==> src/rtl/srp_pkg.sv <==
// ---------------------------------------------------------------------------
// srp_pkg
// Constants, types and helpers for the sensor frame repacker.
// ---------------------------------------------------------------------------
package srp_pkg;

   localparam int CAPTURE_DEPTH = 50;
   localparam int CAP_AW        = $clog2(CAPTURE_DEPTH);
   localparam int CNT_W         = $clog2(CAPTURE_DEPTH + 1);

   localparam int FRAME_LEN     = 44;
   localparam int HDR_LEN       = 10;
   localparam int PAYLOAD_LEN   = 34;
   localparam int TRIGGER_COUNT = 43;
   localparam int PAY_AW        = $clog2(PAYLOAD_LEN);
   localparam int IDX_W         = $clog2(FRAME_LEN);

   localparam int BYTE_W = 8;
   localparam int CSR_AW = 4;

   localparam logic [BYTE_W-1:0] SYNC_FIRST  = 8'h5A;
   localparam logic [BYTE_W-1:0] SYNC_SECOND = 8'hA5;
   localparam logic [BYTE_W-1:0] FRAME_TAG   = 8'hD1;
   localparam logic [BYTE_W-1:0] CHAR_HASH   = 8'h23;
   localparam logic [BYTE_W-1:0] CHAR_ONE    = 8'h01;
   localparam logic [BYTE_W-1:0] CHAR_D      = 8'h44;

   // Capture positions checked before a frame goes out
   localparam logic [CAP_AW-1:0] CHECK_HEAD_POS = CAP_AW'(0);
   localparam logic [CAP_AW-1:0] CHECK_TAG_POS  = CAP_AW'(26);

   // Frame header positions
   localparam logic [IDX_W-1:0] HDR_HASH0  = IDX_W'(0);
   localparam logic [IDX_W-1:0] HDR_ONE    = IDX_W'(1);
   localparam logic [IDX_W-1:0] HDR_HASH1  = IDX_W'(2);
   localparam logic [IDX_W-1:0] HDR_D      = IDX_W'(3);
   localparam logic [IDX_W-1:0] HDR_STATUS = IDX_W'(4);
   localparam logic [IDX_W-1:0] HDR_NODE   = IDX_W'(5);

   typedef enum logic [CSR_AW-1:0] {
      CSR_NODE_ID        = 4'd0,
      CSR_FORWARD_ENABLE = 4'd1,
      CSR_VALID_CODE     = 4'd2,
      CSR_INVALID_CODE   = 4'd3
   } csr_index_type;

   typedef enum logic [2:0] {
      ST_IDLE,
      ST_CHECK_HEAD,
      ST_CHECK_TAG,
      ST_CHECK_EVAL,
      ST_FETCH,
      ST_EMIT
   } state_type;

   // Capture position of payload byte k: start at 6, skip one byte after each of the first three runs of six
   function automatic logic [CAP_AW-1:0] payload_addr(input logic [PAY_AW-1:0] k);
      logic [CAP_AW-1:0] kk;
      kk = CAP_AW'(k);
      if (k < PAY_AW'(6)) begin
         return kk + CAP_AW'(6);
      end else if (k < PAY_AW'(12)) begin
         return kk + CAP_AW'(7);
      end else if (k < PAY_AW'(18)) begin
         return kk + CAP_AW'(8);
      end else begin
         return kk + CAP_AW'(9);
      end
   endfunction

endpackage

==> src/rtl/srp_if.sv <==
// ---------------------------------------------------------------------------
// srp_req_if / srp_rsp_if / srp_csr_if
// Valid/ready channels of the sensor frame repacker.
// ---------------------------------------------------------------------------
interface srp_req_if;
   import srp_pkg::*;
   logic              valid;
   logic              ready;
   logic [BYTE_W-1:0] rx_byte;
   modport source (output valid, output rx_byte, input ready);
   modport sink   (input valid, input rx_byte, output ready);
endinterface

interface srp_rsp_if;
   import srp_pkg::*;
   logic              valid;
   logic              ready;
   logic [BYTE_W-1:0] tx_byte;
   logic              frame_end;
   modport source (output valid, output tx_byte, output frame_end, input ready);
   modport sink   (input valid, input tx_byte, input frame_end, output ready);
endinterface

interface srp_csr_if;
   import srp_pkg::*;
   logic              valid;
   logic              ready;
   logic [CSR_AW-1:0] index;
   logic [BYTE_W-1:0] data;
   modport source (output valid, output index, output data, input ready);
   modport sink   (input valid, input index, input data, output ready);
endinterface

==> src/rtl/srp_ram.sv <==
// ---------------------------------------------------------------------------
// srp_ram
// Generic single-write, single-read RAM with registered read data.
// ---------------------------------------------------------------------------
module srp_ram #(
   parameter int WIDTH = 8,
   parameter int DEPTH = 64
) (
   input  logic                     clock,
   input  logic                     wr_en,
   input  logic [$clog2(DEPTH)-1:0] wr_addr,
   input  logic [WIDTH-1:0]         wr_data,
   input  logic                     rd_en,
   input  logic [$clog2(DEPTH)-1:0] rd_addr,
   output logic [WIDTH-1:0]         rd_data
);

   logic [WIDTH-1:0] mem_ff [DEPTH];
   logic [WIDTH-1:0] rd_data_ff;

   always_ff @(posedge clock) begin
      if (wr_en) begin
         mem_ff[wr_addr] <= wr_data;
      end
      if (rd_en) begin
         rd_data_ff <= mem_ff[rd_addr];
      end
   end

   assign rd_data = rd_data_ff;

endmodule

==> src/rtl/sensor_frame_repacker.sv <==
// ---------------------------------------------------------------------------
// sensor_frame_repacker
// Captures sensor bytes and repacks the first 43 of each capture into a 44-byte frame.
// ---------------------------------------------------------------------------
// Use: sensor bytes arrive one per request on req_chan. A 0x5A, 0xA5 pair
// restarts capture at position 0. Frame bytes leave on rsp_chan, frame_end
// marking the 44th. Registers are written through csr_chan, which is always
// ready; write them only while no frame is in flight.
// Throughput: bytes that start no frame are taken one per cycle, so they
// may stream back to back. The byte that completes the 43rd capture
// position (with forwarding on) holds req_chan.ready low through the check
// states (head, tag, eval) and a fetch and an emit state per frame byte,
// the emit state waiting while the receiver stalls; each payload byte is
// read on the capture RAM's single read port, through one shared output register.
// The first frame byte is registered out after the check, fetch and emit states.
// Stall: while rsp_chan.ready is low the output register holds its byte and
// the sequencer waits; the last byte may wait while new requests are taken.
// Reset: synchronous; clears the fill count, last byte, held-payload mark and
// registers (valid code to 0x01); an invalid frame before a valid one sends zero payload.
// ---------------------------------------------------------------------------
module sensor_frame_repacker (
   input  logic      clock,
   input  logic      reset,
   srp_req_if.sink   req_chan,
   srp_rsp_if.source rsp_chan,
   srp_csr_if.sink   csr_chan
);
   import srp_pkg::*;

   state_type state_ff, state_in;

   logic [BYTE_W-1:0] node_id_ff, node_id_in;
   logic              fwd_en_ff, fwd_en_in;
   logic [BYTE_W-1:0] valid_code_ff, valid_code_in;
   logic [BYTE_W-1:0] invalid_code_ff, invalid_code_in;

   logic [BYTE_W-1:0] prev_ff, prev_in;
   logic [CNT_W-1:0]  fill_ff, fill_in;
   logic              head_ok_ff, head_ok_in;
   logic              ok_ff, ok_in;
   logic              held_valid_ff, held_valid_in;
   logic [IDX_W-1:0]  idx_ff, idx_in;

   logic              rsp_valid_ff, rsp_valid_in;
   logic [BYTE_W-1:0] rsp_byte_ff, rsp_byte_in;
   logic              rsp_end_ff, rsp_end_in;

   logic              req_fire, restart, store, trigger, out_free, in_payload;
   logic [CNT_W-1:0]  count_base, count_inc;
   logic [PAY_AW-1:0] pay_idx;
   logic [BYTE_W-1:0] hdr_byte, pay_byte;

   logic              cap_wr_en, cap_rd_en, held_wr_en, held_rd_en;
   logic [CAP_AW-1:0] cap_wr_addr, cap_rd_addr;
   logic [BYTE_W-1:0] cap_rd_data, held_rd_data;

   srp_ram #(.WIDTH(BYTE_W), .DEPTH(CAPTURE_DEPTH)) u_capture_ram (
      .clock   (clock),
      .wr_en   (cap_wr_en),
      .wr_addr (cap_wr_addr),
      .wr_data (req_chan.rx_byte),
      .rd_en   (cap_rd_en),
      .rd_addr (cap_rd_addr),
      .rd_data (cap_rd_data)
   );

   srp_ram #(.WIDTH(BYTE_W), .DEPTH(PAYLOAD_LEN)) u_held_ram (
      .clock   (clock),
      .wr_en   (held_wr_en),
      .wr_addr (pay_idx),
      .wr_data (cap_rd_data),
      .rd_en   (held_rd_en),
      .rd_addr (pay_idx),
      .rd_data (held_rd_data)
   );

   assign req_chan.ready     = (state_ff == ST_IDLE);
   assign rsp_chan.valid     = rsp_valid_ff;
   assign rsp_chan.tx_byte   = rsp_byte_ff;
   assign rsp_chan.frame_end = rsp_end_ff;
   assign csr_chan.ready     = 1'b1;

   assign req_fire   = req_chan.valid && (state_ff == ST_IDLE);
   assign restart    = (prev_ff == SYNC_FIRST) && (req_chan.rx_byte == SYNC_SECOND);
   assign count_base = restart ? '0 : fill_ff;
   assign store      = (count_base < CNT_W'(CAPTURE_DEPTH));
   assign count_inc  = count_base + CNT_W'(1);
   assign trigger    = store && (count_inc == CNT_W'(TRIGGER_COUNT)) && fwd_en_ff;
   assign out_free   = !rsp_valid_ff || rsp_chan.ready;
   assign in_payload = (idx_ff >= IDX_W'(HDR_LEN));
   assign pay_idx    = PAY_AW'(idx_ff - IDX_W'(HDR_LEN));

   // Header byte for the current frame position; reserved bytes send zero
   always_comb begin
      case (idx_ff)
         HDR_HASH0:  hdr_byte = CHAR_HASH;
         HDR_ONE:    hdr_byte = CHAR_ONE;
         HDR_HASH1:  hdr_byte = CHAR_HASH;
         HDR_D:      hdr_byte = CHAR_D;
         HDR_STATUS: hdr_byte = ok_ff ? valid_code_ff : invalid_code_ff;
         HDR_NODE:   hdr_byte = node_id_ff;
         default:    hdr_byte = '0;
      endcase
   end

   // A valid frame sends fresh capture bytes; otherwise the held copy, or zero before any is held
   assign pay_byte = ok_ff ? cap_rd_data : (held_valid_ff ? held_rd_data : '0);

   // Next state
   always_comb begin
      state_in = state_ff;
      case (state_ff)
         ST_IDLE: begin
            if (req_fire && trigger) begin
               state_in = ST_CHECK_HEAD;
            end
         end
         ST_CHECK_HEAD: state_in = ST_CHECK_TAG;
         ST_CHECK_TAG:  state_in = ST_CHECK_EVAL;
         ST_CHECK_EVAL: state_in = ST_FETCH;
         ST_FETCH:      state_in = ST_EMIT;
         ST_EMIT: begin
            if (out_free) begin
               state_in = (idx_ff == IDX_W'(FRAME_LEN - 1)) ? ST_IDLE : ST_FETCH;
            end
         end
         default: state_in = ST_IDLE;
      endcase
   end

   // Datapath and memory controls
   always_comb begin
      node_id_in      = node_id_ff;
      fwd_en_in       = fwd_en_ff;
      valid_code_in   = valid_code_ff;
      invalid_code_in = invalid_code_ff;
      prev_in         = prev_ff;
      fill_in         = fill_ff;
      head_ok_in      = head_ok_ff;
      ok_in           = ok_ff;
      held_valid_in   = held_valid_ff;
      idx_in          = idx_ff;
      rsp_valid_in    = rsp_valid_ff && !rsp_chan.ready;
      rsp_byte_in     = rsp_byte_ff;
      rsp_end_in      = rsp_end_ff;
      cap_wr_en       = 1'b0;
      cap_wr_addr     = count_base[CAP_AW-1:0];
      cap_rd_en       = 1'b0;
      cap_rd_addr     = CHECK_HEAD_POS;
      held_wr_en      = 1'b0;
      held_rd_en      = 1'b0;

      if (csr_chan.valid) begin
         case (csr_chan.index)
            CSR_NODE_ID:        node_id_in      = csr_chan.data;
            CSR_FORWARD_ENABLE: fwd_en_in       = csr_chan.data[0];
            CSR_VALID_CODE:     valid_code_in   = csr_chan.data;
            CSR_INVALID_CODE:   invalid_code_in = csr_chan.data;
            default: ;
         endcase
      end

      case (state_ff)
         ST_IDLE: begin
            if (req_fire) begin
               prev_in = req_chan.rx_byte;
               if (store) begin
                  cap_wr_en = 1'b1;
                  fill_in   = count_inc;
               end else begin
                  fill_in   = count_base;
               end
            end
         end
         ST_CHECK_HEAD: begin
            cap_rd_en   = 1'b1;
            cap_rd_addr = CHECK_HEAD_POS;
         end
         ST_CHECK_TAG: begin
            head_ok_in  = (cap_rd_data == SYNC_SECOND);
            cap_rd_en   = 1'b1;
            cap_rd_addr = CHECK_TAG_POS;
         end
         ST_CHECK_EVAL: begin
            ok_in  = head_ok_ff && (cap_rd_data == FRAME_TAG);
            idx_in = '0;
         end
         ST_FETCH: begin
            if (in_payload) begin
               cap_rd_en   = 1'b1;
               cap_rd_addr = payload_addr(pay_idx);
               held_rd_en  = 1'b1;
            end
         end
         ST_EMIT: begin
            if (out_free) begin
               rsp_valid_in = 1'b1;
               rsp_byte_in  = in_payload ? pay_byte : hdr_byte;
               rsp_end_in   = (idx_ff == IDX_W'(FRAME_LEN - 1));
               idx_in       = idx_ff + IDX_W'(1);
               // refresh the held payload as a valid frame goes out
               if (in_payload && ok_ff) begin
                  held_wr_en    = 1'b1;
                  held_valid_in = 1'b1;
               end
            end
         end
         default: ;
      endcase
   end

   always_ff @(posedge clock) begin
      if (reset) begin
         state_ff        <= ST_IDLE;
         node_id_ff      <= '0;
         fwd_en_ff       <= 1'b0;
         valid_code_ff   <= CHAR_ONE;
         invalid_code_ff <= '0;
         prev_ff         <= '0;
         fill_ff         <= '0;
         ok_ff           <= 1'b0;
         held_valid_ff   <= 1'b0;
         rsp_valid_ff    <= 1'b0;
      end else begin
         state_ff        <= state_in;
         node_id_ff      <= node_id_in;
         fwd_en_ff       <= fwd_en_in;
         valid_code_ff   <= valid_code_in;
         invalid_code_ff <= invalid_code_in;
         prev_ff         <= prev_in;
         fill_ff         <= fill_in;
         ok_ff           <= ok_in;
         held_valid_ff   <= held_valid_in;
         rsp_valid_ff    <= rsp_valid_in;
      end
   end

   always_ff @(posedge clock) begin
      head_ok_ff  <= head_ok_in;
      idx_ff      <= idx_in;
      rsp_byte_ff <= rsp_byte_in;
      rsp_end_ff  <= rsp_end_in;
   end

endmodule

==> src/flat_wrapper.sv <==
// flat-port wrapper written by rule: the top's interface ports become plain ports
module sensor_frame_repacker_flat import srp_pkg::*;
  (clock, reset, req_chan_valid, req_chan_rx_byte, req_chan_ready, rsp_chan_valid, rsp_chan_tx_byte, rsp_chan_frame_end, rsp_chan_ready, csr_chan_valid, csr_chan_index, csr_chan_data, csr_chan_ready);
  srp_req_if req_chan_i ();
  srp_rsp_if rsp_chan_i ();
  srp_csr_if csr_chan_i ();
  input  logic clock;
  input  logic reset;
  input wire logic [$bits(req_chan_i.valid)-1:0] req_chan_valid;
  input wire logic [$bits(req_chan_i.rx_byte)-1:0] req_chan_rx_byte;
  output wire logic [$bits(req_chan_i.ready)-1:0] req_chan_ready;
  output wire logic [$bits(rsp_chan_i.valid)-1:0] rsp_chan_valid;
  output wire logic [$bits(rsp_chan_i.tx_byte)-1:0] rsp_chan_tx_byte;
  output wire logic [$bits(rsp_chan_i.frame_end)-1:0] rsp_chan_frame_end;
  input wire logic [$bits(rsp_chan_i.ready)-1:0] rsp_chan_ready;
  input wire logic [$bits(csr_chan_i.valid)-1:0] csr_chan_valid;
  input wire logic [$bits(csr_chan_i.index)-1:0] csr_chan_index;
  input wire logic [$bits(csr_chan_i.data)-1:0] csr_chan_data;
  output wire logic [$bits(csr_chan_i.ready)-1:0] csr_chan_ready;
  assign req_chan_i.valid = req_chan_valid;
  assign req_chan_i.rx_byte = req_chan_rx_byte;
  assign req_chan_ready = req_chan_i.ready;
  assign rsp_chan_valid = rsp_chan_i.valid;
  assign rsp_chan_tx_byte = rsp_chan_i.tx_byte;
  assign rsp_chan_frame_end = rsp_chan_i.frame_end;
  assign rsp_chan_i.ready = rsp_chan_ready;
  assign csr_chan_i.valid = csr_chan_valid;
  assign csr_chan_i.index = csr_chan_index;
  assign csr_chan_i.data = csr_chan_data;
  assign csr_chan_ready = csr_chan_i.ready;
  sensor_frame_repacker u_core (.clock(clock), .reset(reset), .req_chan(req_chan_i), .rsp_chan(rsp_chan_i), .csr_chan(csr_chan_i));
endmodule
==> config.mk <==
export PLATFORM = sky130hd
export DESIGN_NAME = sensor_frame_repacker_flat
export DESIGN_NICKNAME = d
export VERILOG_FILES = /design/src/rtl/srp_pkg.sv /design/src/rtl/srp_if.sv /design/src/rtl/srp_ram.sv /design/src/rtl/sensor_frame_repacker.sv /design/src/flat_wrapper.sv
export SDC_FILE = /design/constraint.sdc
export NUM_CORES = 1
export LEC_CHECK = 0
export BUFFER_PORTS_ARGS = -buffer_cell sky130_fd_sc_hd__buf_4
export CELL_PAD_IN_SITES_DETAIL_PLACEMENT = 0
export CELL_PAD_IN_SITES_GLOBAL_PLACEMENT = 1
export CORE_ASPECT_RATIO = 0.75
export CORE_MARGIN = 1.5
export CORE_UTILIZATION = 25
export CTS_CLUSTER_DIAMETER = 60
export CTS_CLUSTER_SIZE = 14
export DETAILED_ROUTE_END_ITERATION = 6
export PLACE_DENSITY = 0.51
export SETUP_SLACK_MARGIN = 0.5
export SYNTH_ARGS = -nofsm -noshare
export SYNTH_HDL_FRONTEND = slang
export SYNTH_SLANG_ARGS = --single-unit
==> constraint.sdc <==
create_clock -name clock -period 8.2 [get_ports clock]
set_input_delay 0 -clock clock [delete_from_list [all_inputs] [get_ports clock]]
set_output_delay 0 -clock clock [all_outputs]
set_load 0.01 [all_outputs]
# After elaboration in Yosys (flattened, before gate mapping)
# Memories as Yosys holds them, arrays and structs flattened. A register that Yosys moved wholly into a read port is not among the register bits.
# Cells that the tools add are included.
# word_totals
regBits	61
ramBits	672
input_bits	25
out_inout_bits	12
word_cells	108
n_memories	2
# mem_list
name	depth	word_bits	read_ports	rd_ports_with_merged_regs	write_ports	line	rtl
u_core.u_capture_ram.mem_ff	50	8	1	1	1	srp_ram.sv:18	logic [WIDTH-1:0] mem_ff [DEPTH];
u_core.u_held_ram.mem_ff	34	8	1	1	1	srp_ram.sv:18	
# op_classes
n_addsub	7
order_cmp	5
eq_ne	21
muxes	33
n_reduce_logical	26
# op_table
cell	n
2-to-1 mux 6 bit	7
case mux 8 bit (5 select lines)	1
2-to-1 mux 8 bit	4
== test 8 bit, second input constant	3
case mux 6 bit (2 select lines)	2
case mux 3 bit (6 select lines)	1
AND reduction 2 bit	8
2-to-1 mux 1 bit	14
adder 6 x 1 -> 6 bit, second input constant	2
adder 6 x 3 -> 6 bit, second input constant	2
adder 6 x 4 -> 6 bit, second input constant	2
== test 6 x 2 -> 1 bit, second input constant	2
== test 6 x 3 -> 1 bit, second input constant	2
== test 6 bit, second input constant	2
2-to-1 mux 3 bit	3
== test 4 x 2 -> 1 bit, second input constant	2
== test 8 x 7 -> 1 bit, second input constant	1
logical AND 1 bit	8
== test 3 x 2 -> 1 bit, second input constant	2
== test 3 bit, second input constant	2
== test 6 x 1 -> 1 bit, second input constant	1
>= comparator 6 x 4 -> 1 bit, second input constant	1
logical NOT 6 bit	1
less-than comparator 6 x 3 -> 1 bit, second input constant	1
15 further kinds	18

# Logic depth before layout (Yosys ltp)
# logic_depth
depth_word	10
ltp_mapped	18
mapped_depth_nobuf	15

# Cells and area by module
# Synthesis repeated with hierarchy kept, for this count alone.
# unflattened
cells_unflattened	1935
area_unflattened_um2	31127.4
# modules_own_cells
module	n_inst	cells_per_inst	area_each_um2	seq_area_each_um2
srp_ram at u_core.u_capture_ram	1	905	16220.6	12251.8
srp_ram at u_core.u_held_ram	1	612	11193.2	8408.1
sensor_frame_repacker	1	418	3713.6	1381.3

# Least setup slack after synthesis
# No wires, ideal clock.
# synth_path
path_kind	register to register
from	reg u_core.idx_ff[0]
to	reg u_core.u_capture_ram.rd_data_ff[7] (netlist: u_core.u_capture_ram.rd_data[7]), read port of u_core.u_capture_ram.mem_ff, data pin
setup_time_ns	0.259
arrival_time_ns	3.885
t_required_ns	7.941
path_slack_ns	4.056
path_stages_with_launch	16
path_buffers	4
period_less_slack_ns	4.144
cell_sequence	edfxtp_1 -> buf_2 -> buf_2 -> clkbuf_1 -> inv_1 -> ha_1 -> or3_1 -> o21ai_0 -> a311oi_2 -> a21oi_4 -> buf_6 -> mux2i_1 -> mux2i_1 -> a2111oi_0 -> nor4_1 -> a211o_1
# synth_between
elab_chain_cells	7
elab_cells_between_ends	16
cone_classes	add/sub: 5; order compare: 4; mux: 7
# synth_rtl
element	line	rtl
from (decl)	sensor_frame_repacker.sv:42	logic [IDX_W-1:0] idx_ff, idx_in;
from (signal assigned)	sensor_frame_repacker.sv:240	idx_ff <= idx_in;
subtractor 6 x 4 -> 6 bit	sensor_frame_repacker.sv:91	assign pay_idx = PAY_AW'(idx_ff - IDX_W'(HDR_LEN));
adder 6 x 4 -> 6 bit (tied with other cells)	srp_pkg.sv:67	return kk + CAP_AW'(9);
2-to-1 mux 6 bit	srp_pkg.sv:64	end else if (k < PAY_AW'(18)) begin
2-to-1 mux 6 bit	srp_pkg.sv:62	end else if (k < PAY_AW'(12)) begin
2-to-1 mux 6 bit	srp_pkg.sv:60	if (k < PAY_AW'(6)) begin
2-to-1 mux 6 bit	sensor_frame_repacker.sv:189	if (in_payload) begin
case mux 6 bit (2 select lines)	sensor_frame_repacker.sv:163	case (state_ff)
to (decl)	srp_ram.sv:19	logic [WIDTH-1:0] rd_data_ff;
# Parallel ways exist; a longest one is shown, timed or not.
# A chain may end at the register's enable or synchronous reset.

# Worst setup path in the final report
# layout_path
from	reg u_core.idx_ff[1]
to	reg u_core.u_capture_ram.rd_data_ff[5] (netlist: u_core.u_capture_ram.rd_data[5]), read port of u_core.u_capture_ram.mem_ff, data pin
# The elaborated chain is that of the path after synthesis.

==> out/results.ini <==
[final_layout]
syn_to_final_growth_pct = 15.3
total_area_of_multi_input_combinational_cells_sq_um = 8320
register_area_sq_um = 22000
final_net_count = 1968
final_layout_size_suffix_gt1_share_pct = 17.2
antennaDiodeCount = 0
num-fill-cells = 12100
fin_area_sq_um = 35700

[power]
seq_power_share_pct = 53.1
cellLeakagePower_nw = 11.8
power_report.internal_total_mw = 6.20
max-vdd-ir-drop_v = 0.000128
clockPowerShare_pct = 45.3
powerDensity_nw_per_um2 = 220
power_switching_share_pct = 21.2
net-switching-power_mw = 1.67
comb_power_share_pct = 1.6

[critical_path]
r2r-start = u_core.idx_ff[1]
startpoint = u_core.idx_ff[1]
setup.worst_path.start_class = flip-flop
crit_path_end_kind = flip-flop
critical_path_class = reg2reg
timing.critical_path.required_ns = 8.54
worstPathArrival_ns = 6.31
worst-path-max-fanout = 41

[grt]
initial_antenna_violation_count = 2
first_pass_grt_wire_length_mm = 120
grt_start_max_net_pins = 114
grt_overflow_total = 0
via_count_of_the_first_global_routing_pass = 16706
gr-usage-all-layers_pct = 12.9

[detailed_routing]
via_per_inst = 4.64
drt-pass1-iter-count = 5
remaining_drc_errors = 0
detail_route.wirelength_mm = 82.9
drt_iter0_markers = 1619
final_antenna_net_count = 0
wire_per_inst_microns = 22.9
vias = 16769

[worst_hold_path]
hold_path_startpoint = req_chan_rx_byte[7]
hold_path_class = in2reg

[sta]
grt_setup_unrepaired = no
final.min_clock_period_ns = 5.97
clock-skew-final_ns = 0.0277
worst_slew_margin_rel_pct = 27.1
tightestPinTransition_ns = 1.09
final_setup_viols = 0
fmaxAchievable_ghz = 0.168
finalSetupTns_ns = 0
final_hold_vio_count = 0
timing.final.crit_share_pct = 72.8
timing.final.max_slew_violations = 0

[cts]
clock_sink_count = 749
number_of_gates_resized_after_cts = 0
clock_tree.htree_level_count = 3
cts_buffers = 79
worstSkewPairLatency_ns = 0.63
cts.clk_slew.worst_paths_ns = 0.06
clk_root_buffer_cell = clkbuf_16
cts-root-to-sink-buffers = 3
tritoncts = built

[floorplanning]
die-area_sq_um = 126000
die_h_microns = 308
floorplan.die.width_microns = 410
core_sq_um = 123000
initial_core_util_pct = 25.3
boundaryPins = 37
placementRows = 111

[logic_synthesis]
most_numerous_cell_types_in_the_synthesized_netlist = 704 x edfxtp_1, 185 x mux2i_1, 170 x nor2_1, 113 x nand2_1, 93 x mux4_2
synth_cells = 1855
avgSynthCellArea_sq_um = 16.7
synth_xor_xnor_area_share_pct = 0.520
synthSimpleGateAreaFrac_pct = 6.75
synthAdderAreaFrac_pct = 0.767
yosys.cell_types.count = 96
main_combinational_cell_family_by_area_after_synthesis = multiplexers
ys_ff_latch = 749
post_synth_main_area_contributors = edfxtp_1 68%, mux4_2 6.8%, mux2i_1 6.0%
syn_area_sq_um = 31000
yosysMostFrequentCell = edfxtp_1
synth_edf_count = 704
ys_dominant_reg_cell = edfxtp_1
synth_largest_area_cell = edfxtp_1
synth_nets = 1899
yosysWarnings = 0
proportion_of_synthesized_flip_flops_having_asynchronous_set_or_reset_pct = 0
post_synth_mux_area_share_pct = 13.4
portion_of_synthesized_cell_area_occupied_by_the_leading_cell_type_pct = 68.2
fraction_of_the_mapped_netlist_area_in_compound_gates_pct = 5.33
seq_area_frac_synth_pct = 71.1

[placement]
place_hpwl_mm = 51.4
globalplace.congestion = 0.776
placed_cell_area_sq_um = 32900
number_of_buffer_cells_added_on_primary_ports = 35

[run_status]
outcome = complete, no violations

[flow_run]
drv.max_cap_violation_count = 0

[area by class of cell]
class	instances	area share, %
clock inverter	47	1.45
timing repair buffer	86	2.02
multi-input combinational	994	23.3
inverter	14	0.154
sequential	749	61.7
tap	1638	5.73
clock buffer	89	5.72
[cell families (layout without fill, tap and decap cells)]
group                      Yosys count  after routing
and+or+nand+nor                    438            438
other                                1              1
DFF                                749            749
buffers and inverters              112            236
muxes                              296            296
xor gates and xnor gates            12             12
AOI/OAI and AO/OA                  228            228
adders and majority gates           19             19
[state kept, by name, summed over array words and instances, names as in the netlist]
register                      flops
u_core.rsp_chan.tx_byte           8
u_core.u_held_ram.mem_ff        272
u_core.prev_ff                    8
u_core.valid_code_ff              8
u_core.fwd_en_ff                  1
u_core.node_id_ff                 8
u_core.u_held_ram.rd_data         8
u_core.idx_ff                     6
u_core.head_ok_ff                 1
u_core.invalid_code_ff            8
u_core.u_capture_ram.rd_data      8
u_core.held_valid_ff              1
u_core.ok_ff                      1
u_core.u_capture_ram.mem_ff     400
u_core.state_ff                   3
u_core.rsp_chan.valid             1
u_core.rsp_chan.frame_end         1
u_core.fill_ff                    6
[placed cells by master, fill, tap and decap left out, types with 17 or more instances in the layout]
cell type and n:
nor2_1 170, nor3_1 18, nand3_1 41, o21ai_0 30
ha_1 19, dlygate4sd3_1 25, edfxtp_1 704, a211oi_1 22
a21oi_1 42, mux2_2 17, o22ai_1 31, dfxtp_1 45
mux4_2 93, nand2_1 113, mux2i_1 185, clkbuf_16 80
buf_4 60
[per-layer routing]
| layer | vias to the layer above | GRT usage [%] | share of wire [%] |
|---|---|---|---|
| li1 | 7479 | - | - |
| met1 | 8720 | 19.3 | 49 |
| met2 | 473 | 19.1 | 43 |
| met3 | 95 | 2.41 | 6.2 |
| met4 | 2 | 3.32 | 1.7 |
| met5 | - | 0 | 0.016 |
[timing repair]
action / CTS / global route
endpoints found under the hold margin: 295 / 0
setup buffers: 0 / 0
hold buffers: 25 / 0
[final timing paths]
path                                                        end  slack, ns  depth (start not counted)
worst min register to register                u_core.prev_ff[2]       0.46                          2
worst min-delay path                          u_core.prev_ff[7]       0.05                          4
worst max-delay path            u_core.u_capture_ram.rd_data[5]       2.23                         13
worst max register to register  u_core.u_capture_ram.rd_data[5]       2.23                         13
[stage by stage]
step	hold WS, ns	std cells	total power, mW	util, %	setup slack (ns)
finish	0.0548	3617	7.86	29.2	2.23
global route	0.0620	3617	8.11	29.2	1.90
CTS	0.0457	3617	7.96	29.2	2.12
detailed placement	0.257	3456	4.37	26.9	2.13
global placement	0.253	3456	4.37	26.9	2.21
floorplan	0.0989	1855	4.30	-	4.06
[worst max-delay path: stages, from the launching register on]
cell and delay [ns]:
edfxtp_1 0.32, buf_4 0.49, buf_4 0.63, ha_1 0.38, nand2_1 0.10, o211ai_2 0.29
nand3b_2 0.27, a311oi_2 0.45, nand2_2 0.41, nand2_1 0.73, nor2_1 0.24, and3_1 0.27
nor4_1 0.77, o32ai_1 0.20
[power groups by stage]
stage / clock network [mW] / logic (mW) / registers, mW
4_1_cts: 3.66 / 0.125 / 4.18
6_report: 3.56 / 0.122 / 4.18
3_3_place_gp: 0 / 0.114 / 4.26
2_1_floorplan: 0 / 0.0443 / 4.25
5_1_grt: 3.80 / 0.133 / 4.18
3_5_place_dp: 0 / 0.116 / 4.26
No activity file was read; power rests on OpenSTA's default activity.
